## src/hw/rtl/buddy_block_allocator_top_assert.svh

```systemverilog
// ---------------------------------------------------------------------------
// Buddy block allocator assertion macros
// Shared concurrent assertion forms, clocked on clock, disabled in reset.
// ---------------------------------------------------------------------------
`ifndef BUDDY_BLOCK_ALLOCATOR_TOP_ASSERT_SVH
`define BUDDY_BLOCK_ALLOCATOR_TOP_ASSERT_SVH

// same-cycle implication
`define BBA_ASSERT_NOW(label, ante, cons) \
   label: assert property (@(posedge clock) disable iff (reset) (ante) |-> (cons)) \
      else $error("bba assertion failed");

// next-cycle implication
`define BBA_ASSERT_NEXT(label, ante, cons) \
   label: assert property (@(posedge clock) disable iff (reset) (ante) |=> (cons)) \
      else $error("bba assertion failed");

`endif

```

## src/hw/rtl/bba_pkg.sv

```systemverilog
// ---------------------------------------------------------------------------
// Buddy block allocator package
// Types, codes and defaults shared by the allocator files.
// ---------------------------------------------------------------------------
package bba_pkg;

   localparam int MAX_LEVELS_DEF = 6;
   localparam int ID_BITS_DEF    = 16;
   localparam logic [4:0] MIN_LOG2_CAP = 5'd20;
   localparam logic [4:0] MIN_LOG2_RST = 5'd5;
   localparam logic [2:0] LEVELS_RST   = 3'd5;

   typedef logic [1:0] kind_type;
   localparam kind_type KIND_ABSENT = 2'd0;
   localparam kind_type KIND_FREE   = 2'd1;
   localparam kind_type KIND_USED   = 2'd2;
   localparam kind_type KIND_SPLIT  = 2'd3;

   typedef logic [1:0] status_type;
   localparam status_type ST_OK       = 2'd0;
   localparam status_type ST_TOO_BIG  = 2'd1;
   localparam status_type ST_NO_FREE  = 2'd2;
   localparam status_type ST_NO_ID    = 2'd3;

   localparam logic OP_ALLOC = 1'b0;
   localparam logic OP_FREE  = 1'b1;

   localparam logic CSR_MIN_LOG2 = 1'b0;
   localparam logic CSR_LEVELS   = 1'b1;

   typedef struct packed {
      logic        operation;
      logic [15:0] process_id;
      logic [25:0] request_size;
   } req_type;

   typedef struct packed {
      status_type  status;
      logic [4:0]  granted_size_log2;
      logic [5:0]  block_index;
   } rsp_type;

endpackage

```

## src/hw/rtl/bba_ram.sv

```systemverilog
// ---------------------------------------------------------------------------
// Buddy block allocator RAM
// Generic single write, single read port RAM with registered read data.
// ---------------------------------------------------------------------------
module bba_ram #(
   parameter int WIDTH = 8,
   parameter int DEPTH = 16
) (
   input  logic                     clock,
   input  logic                     wr_en,
   input  logic [$clog2(DEPTH)-1:0] wr_addr,
   input  logic [WIDTH-1:0]         wr_data,
   input  logic                     rd_en,
   input  logic [$clog2(DEPTH)-1:0] rd_addr,
   output logic [WIDTH-1:0]         rd_data
);

   logic [WIDTH-1:0] mem [DEPTH];

   always_ff @(posedge clock) begin
      if (wr_en) begin
         mem[wr_addr] <= wr_data;
      end
      if (rd_en) begin
         rd_data <= mem[rd_addr];
      end
   end

endmodule

```

## src/hw/rtl/buddy_block_allocator_top.sv

```systemverilog
// Sequence: an error beat found in S_PREP goes on through S_FIN to the response; otherwise
//   the depth-first walk reads and evaluates each tree node visited, plus split and merge writes.
// Throughput: one beat at a time; the node memory, read or written in turn, sets the walk.
// Reset (synchronous) and any csr write clear the node valid bits at once:
//   the tree returns to a single free root, no clearing sweep.
// ---------------------------------------------------------------------------
// Buddy block allocator top level
// Node tree held in one RAM, walked by a sequencer for allocate and free.
// ---------------------------------------------------------------------------
`include "buddy_block_allocator_top_assert.svh"

module buddy_block_allocator_top
   import bba_pkg::*;
#(
   parameter int MAX_LEVELS = MAX_LEVELS_DEF,
   parameter int ID_BITS    = ID_BITS_DEF
) (
   input  logic       clock,
   input  logic       reset,
   input  logic       req_valid,
   output logic       req_ready,
   input  req_type    req_data,
   output logic       rsp_valid,
   input  logic       rsp_ready,
   output rsp_type    rsp_data,
   input  logic       csr_valid,
   output logic       csr_ready,
   input  logic       csr_index,
   input  logic [4:0] csr_data
);

   localparam int NODES  = (1 << (MAX_LEVELS + 1)) - 1;
   localparam int NODE_W = $clog2(NODES);
   localparam int LVL_W  = $clog2(MAX_LEVELS + 1);
   localparam int OWN_W  = (ID_BITS < 16) ? ID_BITS : 16;
   localparam int BI_W   = (NODE_W > 6) ? NODE_W : 6;
   localparam int ENT_W  = 2 + OWN_W;

   typedef enum logic [3:0] {
      S_IDLE, S_PREP, S_READ, S_EVAL, S_SPL_R, S_SPL_L, S_BACK,
      S_M_CHK, S_M_EVAL, S_M_L, S_M_R, S_M_P, S_FIN
   } state_type;

   state_type         state_ff;
   logic              op_ff;
   logic [OWN_W-1:0]  id_ff;
   logic [25:0]       size_ff;
   logic [4:0]        min_ff;
   logic [2:0]        lvl_cfg_ff;
   logic [NODE_W-1:0] idx_ff, res_idx_ff;
   logic [LVL_W-1:0]  d_ff, tgt_ff, res_d_ff;
   status_type        stat_ff;
   logic              rsp_valid_ff;
   rsp_type           rsp_ff;
   logic              valid_ff [NODES];
   logic              rd_valid_ff, rd_root_ff;

   logic              wr_en, rd_en;
   logic [NODE_W-1:0] wr_addr, rd_addr;
   logic [ENT_W-1:0]  wr_data, rd_data;

   logic [4:0]        mlog;
   logic [LVL_W-1:0]  lvl;
   logic              k_found;
   logic [LVL_W-1:0]  k_val;
   kind_type          q_kind;
   logic [OWN_W-1:0]  q_owner;
   logic [NODE_W-1:0] child_l, child_r, parent, buddy;
   logic [NODE_W-1:0] base, pos;
   logic [BI_W-1:0]   shifted;
   logic              req_fire, csr_fire;

   assign req_ready = (state_ff == S_IDLE);
   assign csr_ready = 1'b1;
   assign rsp_valid = rsp_valid_ff;
   assign rsp_data  = rsp_ff;
   assign req_fire  = req_valid && req_ready;
   assign csr_fire  = csr_valid && csr_ready;

   assign mlog = (min_ff > MIN_LOG2_CAP) ? MIN_LOG2_CAP : min_ff;
   assign lvl  = (int'(lvl_cfg_ff) > MAX_LEVELS) ? LVL_W'(MAX_LEVELS) : LVL_W'(lvl_cfg_ff);

   always_comb begin
      logic [5:0] s;
      k_found = 1'b0;
      k_val   = '0;
      for (int j = MAX_LEVELS; j >= 0; j--) begin
         s = 6'(mlog) + 6'(j);
         if ((LVL_W'(j) <= lvl) && (33'(size_ff) <= (33'd1 << s))) begin
            k_found = 1'b1;
            k_val   = LVL_W'(j);
         end
      end
   end

   assign q_kind  = rd_valid_ff ? rd_data[ENT_W-1 -: 2] : (rd_root_ff ? KIND_FREE : KIND_ABSENT);
   assign q_owner = rd_valid_ff ? rd_data[OWN_W-1:0] : '0;

   assign child_l = {idx_ff[NODE_W-2:0], 1'b1};
   assign child_r = child_l + NODE_W'(1);
   assign parent  = NODE_W'((idx_ff - NODE_W'(1)) >> 1);
   assign buddy   = idx_ff[0] ? (idx_ff + NODE_W'(1)) : (idx_ff - NODE_W'(1));
   assign base    = (NODE_W'(1) << res_d_ff) - NODE_W'(1);
   assign pos     = res_idx_ff - base;
   assign shifted = BI_W'(pos) << (lvl - res_d_ff);

   always_comb begin
      wr_en   = 1'b0;
      wr_addr = idx_ff;
      wr_data = {KIND_ABSENT, {OWN_W{1'b0}}};
      rd_en   = 1'b0;
      rd_addr = idx_ff;
      case (state_ff)
         S_READ: rd_en = 1'b1;
         S_EVAL: begin
            if (op_ff == OP_ALLOC && q_kind == KIND_FREE) begin
               wr_en   = 1'b1;
               wr_data = (d_ff == tgt_ff) ? {KIND_USED, id_ff} : {KIND_SPLIT, {OWN_W{1'b0}}};
            end else if (op_ff == OP_FREE && q_kind == KIND_USED && q_owner == id_ff) begin
               wr_en   = 1'b1;
               wr_data = {KIND_FREE, {OWN_W{1'b0}}};
            end
         end
         S_SPL_R: begin
            wr_en   = 1'b1;
            wr_addr = child_r;
            wr_data = {KIND_FREE, {OWN_W{1'b0}}};
         end
         S_SPL_L: begin
            wr_en   = 1'b1;
            wr_data = (d_ff == tgt_ff) ? {KIND_USED, id_ff} : {KIND_SPLIT, {OWN_W{1'b0}}};
         end
         S_M_CHK: begin
            rd_en   = (idx_ff != '0);
            rd_addr = buddy;
         end
         S_M_L: begin
            wr_en   = 1'b1;
            wr_addr = {parent[NODE_W-2:0], 1'b1};
         end
         S_M_R: begin
            wr_en   = 1'b1;
            wr_addr = {parent[NODE_W-2:0], 1'b1} + NODE_W'(1);
         end
         S_M_P: begin
            wr_en   = 1'b1;
            wr_addr = parent;
            wr_data = {KIND_FREE, {OWN_W{1'b0}}};
         end
         default: ;
      endcase
   end

   bba_ram #(.WIDTH(ENT_W), .DEPTH(NODES)) u_node_ram (
      .clock   (clock),
      .wr_en   (wr_en),
      .wr_addr (wr_addr),
      .wr_data (wr_data),
      .rd_en   (rd_en),
      .rd_addr (rd_addr),
      .rd_data (rd_data)
   );

   always_ff @(posedge clock) begin
      if (rd_en) begin
         rd_valid_ff <= valid_ff[rd_addr];
         rd_root_ff  <= (rd_addr == '0);
      end
      if (reset || csr_fire) begin
         for (int i = 0; i < NODES; i++) begin
            valid_ff[i] <= 1'b0;
         end
      end else if (wr_en) begin
         valid_ff[wr_addr] <= 1'b1;
      end
   end

   always_ff @(posedge clock) begin
      if (reset) begin
         state_ff     <= S_IDLE;
         rsp_valid_ff <= 1'b0;
         min_ff       <= MIN_LOG2_RST;
         lvl_cfg_ff   <= LEVELS_RST;
      end else begin
         if (csr_fire) begin
            if (csr_index == CSR_MIN_LOG2) begin
               min_ff <= csr_data;
            end else begin
               lvl_cfg_ff <= csr_data[2:0];
            end
         end
         if (rsp_valid_ff && rsp_ready && state_ff != S_FIN) begin
            rsp_valid_ff <= 1'b0;
         end
         case (state_ff)
            S_IDLE: begin
               if (req_fire) begin
                  op_ff    <= req_data.operation;
                  id_ff    <= req_data.process_id[OWN_W-1:0];
                  size_ff  <= req_data.request_size;
                  state_ff <= S_PREP;
               end
            end
            S_PREP: begin
               idx_ff <= '0;
               d_ff   <= '0;
               tgt_ff <= lvl - k_val;
               if (id_ff == '0) begin
                  stat_ff  <= ST_NO_ID;
                  state_ff <= S_FIN;
               end else if (op_ff == OP_ALLOC && !k_found) begin
                  stat_ff  <= ST_TOO_BIG;
                  state_ff <= S_FIN;
               end else begin
                  state_ff <= S_READ;
               end
            end
            S_READ: state_ff <= S_EVAL;
            S_EVAL: begin
               if (op_ff == OP_ALLOC) begin
                  if (q_kind == KIND_FREE && d_ff == tgt_ff) begin
                     stat_ff    <= ST_OK;
                     res_idx_ff <= idx_ff;
                     res_d_ff   <= d_ff;
                     state_ff   <= S_FIN;
                  end else if (q_kind == KIND_FREE) begin
                     state_ff <= S_SPL_R;
                  end else if (q_kind == KIND_SPLIT && d_ff < tgt_ff) begin
                     idx_ff   <= child_l;
                     d_ff     <= d_ff + LVL_W'(1);
                     state_ff <= S_READ;
                  end else begin
                     state_ff <= S_BACK;
                  end
               end else begin
                  if (q_kind == KIND_USED && q_owner == id_ff) begin
                     stat_ff    <= ST_OK;
                     res_idx_ff <= idx_ff;
                     res_d_ff   <= d_ff;
                     state_ff   <= S_M_CHK;
                  end else if (q_kind == KIND_SPLIT && int'(d_ff) < MAX_LEVELS) begin
                     idx_ff   <= child_l;
                     d_ff     <= d_ff + LVL_W'(1);
                     state_ff <= S_READ;
                  end else begin
                     state_ff <= S_BACK;
                  end
               end
            end
            S_SPL_R: begin
               idx_ff   <= child_l;
               d_ff     <= d_ff + LVL_W'(1);
               state_ff <= S_SPL_L;
            end
            S_SPL_L: begin
               if (d_ff == tgt_ff) begin
                  stat_ff    <= ST_OK;
                  res_idx_ff <= idx_ff;
                  res_d_ff   <= d_ff;
                  state_ff   <= S_FIN;
               end else begin
                  state_ff <= S_SPL_R;
               end
            end
            S_BACK: begin
               if (idx_ff == '0) begin
                  stat_ff  <= (op_ff == OP_ALLOC) ? ST_NO_FREE : ST_NO_ID;
                  state_ff <= S_FIN;
               end else if (idx_ff[0]) begin
                  idx_ff   <= idx_ff + NODE_W'(1);
                  state_ff <= S_READ;
               end else begin
                  idx_ff <= parent;
                  d_ff   <= d_ff - LVL_W'(1);
               end
            end
            S_M_CHK:  state_ff <= (idx_ff == '0) ? S_FIN : S_M_EVAL;
            S_M_EVAL: state_ff <= (q_kind == KIND_FREE) ? S_M_L : S_FIN;
            S_M_L:    state_ff <= S_M_R;
            S_M_R:    state_ff <= S_M_P;
            S_M_P: begin
               idx_ff   <= parent;
               state_ff <= S_M_CHK;
            end
            S_FIN: begin
               if (!rsp_valid_ff || rsp_ready) begin
                  rsp_valid_ff <= 1'b1;
                  rsp_ff.status <= stat_ff;
                  if (stat_ff == ST_OK) begin
                     rsp_ff.granted_size_log2 <= 5'(mlog + 5'(lvl) - 5'(res_d_ff));
                     rsp_ff.block_index       <= shifted[5:0];
                  end else begin
                     rsp_ff.granted_size_log2 <= '0;
                     rsp_ff.block_index       <= '0;
                  end
                  state_ff <= S_IDLE;
               end
            end
            default: state_ff <= S_IDLE;
         endcase
      end
   end

   `BBA_ASSERT_NOW(a_no_rw_clash, wr_en, !rd_en)
   `BBA_ASSERT_NEXT(a_busy_after_accept, req_fire, !req_ready)
   `BBA_ASSERT_NOW(a_err_zero, rsp_valid && rsp_data.status != ST_OK,
                   rsp_data.granted_size_log2 == '0 && rsp_data.block_index == '0)
   `BBA_ASSERT_NOW(a_depth_bound, state_ff == S_EVAL && op_ff == OP_ALLOC, d_ff <= tgt_ff)

endmodule
```

## config.mk

```make
export PLATFORM = sky130hd
export DESIGN_NAME = buddy_block_allocator_top
export DESIGN_NICKNAME = d
export VERILOG_FILES = /design/src/hw/rtl/bba_pkg.sv /design/src/hw/rtl/bba_ram.sv /design/src/hw/rtl/buddy_block_allocator_top.sv
export VERILOG_INCLUDE_DIRS = /design/src /design/src/hw/rtl
export SDC_FILE = /design/constraint.sdc
export NUM_CORES = 2
export LEC_CHECK = 0
export BUFFER_PORTS_ARGS = -buffer_cell sky130_fd_sc_hd__buf_2
export CORE_MARGIN = 8
export CORE_UTILIZATION = 43
export DETAILED_ROUTE_END_ITERATION = 12
export GPL_ROUTABILITY_DRIVEN = 0
export GPL_TIMING_DRIVEN = 0
export REMOVE_ABC_BUFFERS = 1
export SLEW_MARGIN = 20
export SYNTH_ARGS = -nofsm -noshare
export SYNTH_HDL_FRONTEND = slang
export SYNTH_SLANG_ARGS = --single-unit
```

## constraint.sdc

```tcl
create_clock -name clock -period 6.8 [get_ports clock]
set_clock_uncertainty 0.2 [all_clocks]
set_input_delay 0.68 -clock clock [delete_from_list [all_inputs] [get_ports clock]]
set_output_delay 0.68 -clock clock [all_outputs]
set_load 0.03 [all_outputs]
```

==> reports/metrics.cfg <==
[status]
status=complete, no violations

[synthesis]
synth_top_area_share=0.676
synthesis.area_um2=106000
syn_inst=6884
ys_ff_latch=2527
synth_area_leaders=edfxtp_1 68%, mux4_2 8.6%, nand2_1 4.1%, dfxtp_1 2.7%, ha_1 2.5%
synth_flop_cell=edfxtp_1
yosysUniqueCellTypes=81
async_flop_share=0
yosys_warnings=0
syn_area_per_cell_um2=15.4
synth-edff-count=2386
ys_seq_area_frac=0.703
synth_area_leader_cell=edfxtp_1

[finish]
fin_cells=10600
layout.nets=7437
drive_above_1_share=0.179
syn2layout_area_growth_pct=17.4

[clock_tree]
clkTransAtPathRegs_ns=0.06
cts-buffers-inserted=281
clkLatencyLatePin_ns=0.92
cts_sinks=2527
cts_max_level=5
clk_path_buf_depth=4
cts-root-buf=clkbuf_16
tritoncts=done

[power_and_ir_drop]
p_switching_uw=7450
seq_power_share=0.507
p_comb_frac=0.071
vdd_drop_max_mv=0.292
cell_internal_pwr_uw=26000
p_clk_frac=0.422
p_leak_uw=0.0430
p_per_area_nw_per_um2=269
p_sw_frac=0.223

[sta]
final.period_utilization=0.964
fin_crit_ns=6.56
worstMarginPinSlew_ns=1.27
rsz0062_at_grt=no
whs_ns=0.177
slew_headroom=0.145
drv_slew=0
timing.fmax_mhz=152
setup_viol=0
final_hold_viol_count=0

[global_routing]
track_usage=0.213
use_met3=0.0356
use_met1=0.303
grt_use_met2=0.333
grt_max_degree=69
grt_pass1_wl_um=422000
grt-busiest-layer=met2
antenna_found_initial=6
first_global_vias=61700
grt_overflow=0

[routing]
antenna_left=0
drt_iter0_drc=6705
vias=63000
wirelength_um=288000
routedWlPerCell_um=27.2
vias_per_cell=5.95
drt-pass1-iter-count=5
drc=0

[setup_path]
crit_path_end_kind=flip-flop
critPathMaxStageDelay_ns=1.16
cpLargestDelayFamily=simple AND/OR/NAND/NOR gates
crit_fanout=28
startpoint_type=flip-flop
path_cells=and4b_1 -> xnor2_4 -> buf_16 -> buf_16 -> buf_16 -> buf_16 -> buf_8 -> buf_16 -> buf_16 -> buf_16 -> buf_16 -> mux4_2 -> mux2i_1 -> o22ai_1 -> nor4_1 -> o21ai_1
criticalPathCategory=reg -> reg
arrival_ns=6.98
crit_top_cell=buf_16
slowest_stage=nor4_1
cp_num_buf_inv=9
cp.required_ns=7.22

[die]
row_count=182
dieHeight_um=512
die_width_um=512
pin_count=70
dieArea_um2=263000
core_um2=245000
initial_core_util=0.432

[worst_hold_path]
hold_class=in -> reg

[run]
maxCapViolations=0

[placement]
numPortBuffers=68
dp_hpwl_um=185000
dpl.cell_count=10000

==> power groups by stage <==
| stage | clock network [uW] | registers, uW | logic (uW) |
|---|---|---|---|
| after floorplan | 0 | 17200 | 2230 |
| after global placement | 0 | 17300 | 3690 |
| after detailed placement | 0 | 17300 | 2320 |
| after CTS | 14400 | 17000 | 2360 |
| after global routing | 14900 | 17000 | 2530 |
| final | 14100 | 17000 | 2370 |
==> synthesized netlist by cell type, drive strengths merged, types with 54 or more instances <==
cell and instances:
a31oi 57, ha 214, buf 217, clkbuf 184, a21oi 146, mux2i 268
o21ai 196, mux4 403, o22ai 90, nand3 487, nand2 1168, edfxtp 2386
nor2 286, inv 54, and3 58, dfxtp 141
==> routing by layer <==
metal	share of wire	vias up
li1	-	27300
met1	0.43	32500
met2	0.46	2607
met3	0.072	523
met4	0.038	0
met5	0	-
==> worst paths after layout <==
path / from / endpoint / slack [ns] / depth (start not counted)
min: rsp_ready / rsp_valid / 0.18 / 3
max: state_ff[0] / u_node_ram.rd_data[16] / 0.24 / 16
max reg2reg: state_ff[0] / u_node_ram.rd_data[16] / 0.24 / 16
min reg2reg: valid_ff[87] / valid_ff[87] / 0.25 / 2
==> placed cells by master (no fill, tap or decap), drive strengths merged, types with 57 or more instances in the layout <==
cell type / n
a21oi: 146
a31oi: 57
and3: 58
buf: 333
clkbuf: 344
clkinv: 107
dfxtp: 141
dlygate4sd3: 57
edfxtp: 2386
ha: 214
inv: 60
mux2i: 268
mux4: 403
nand2: 1168
nand3: 487
nor2: 286
o21ai: 196
o22ai: 90
==> worst min-delay path, stage by stage <==
cell	delay (ns)
buf_2	0.07
nand2b_1	0.32
a21oi_1	0.12
==> logic make-up after synthesis <==
| family | share of synthesized area |
|---|---|
| AOI/OAI and AO/OA | 0.0430 |
| adders and majority gates | 0.0266 |
| muxes | 0.111 |
| buffers and inverters | 0.0194 |
| and+or+nand+nor | 0.0933 |
| xor gates and xnor gates | 0.00365 |
| DFF | 0.703 |
| other | 0.0000354 |
==> state kept, by name, indices dropped and copies added (netlist names), 5 cells and up <==
register / flops
u_node_ram.rd_data: 18
size_ff: 26
min_ff: 5
idx_ff: 7
u_node_ram.mem: 2286
res_idx_ff: 6
id_ff: 16
rsp_data: 13
valid_ff: 128
==> what timing repair did <==
item | CTS | global route
endpoints found under the hold margin | 54 | 0
hold buffers | 57 | 0
buffers inserted | 0 | 1
endpoints found under the setup margin | 7 | 4
resized for setup | 8 | 12
==> per-stage QoR <==
stage          total power [uW]  setup TNS [ns]  instance area [um^2]   util  setup WS, ns
6_report                  33500               0                124000  0.507         0.242
5_1_grt                   34400               0                124000  0.507        0.0400
4_1_cts                   33700               0                124000  0.506        0.0217
3_5_place_dp              19600           -1.78                115000  0.470        -0.644
3_3_place_gp              21000               -                109000  0.442        -71.54
2_1_floorplan             19500        -2452.36                104000      -        -33.75
==> final cells by class <==
cell class                 count  area (um^2)
timing repair buffer         391         6460
antenna                        6         15.0
multi-input combinational   3905        30900
clock buffer                 343         7400
sequential                  2527        74500
tap                         3220         4030
clock inverter               128          960
inverter                      56          210
fill                       19800       121000
Note: power is estimated with default switching activity, not from simulation.
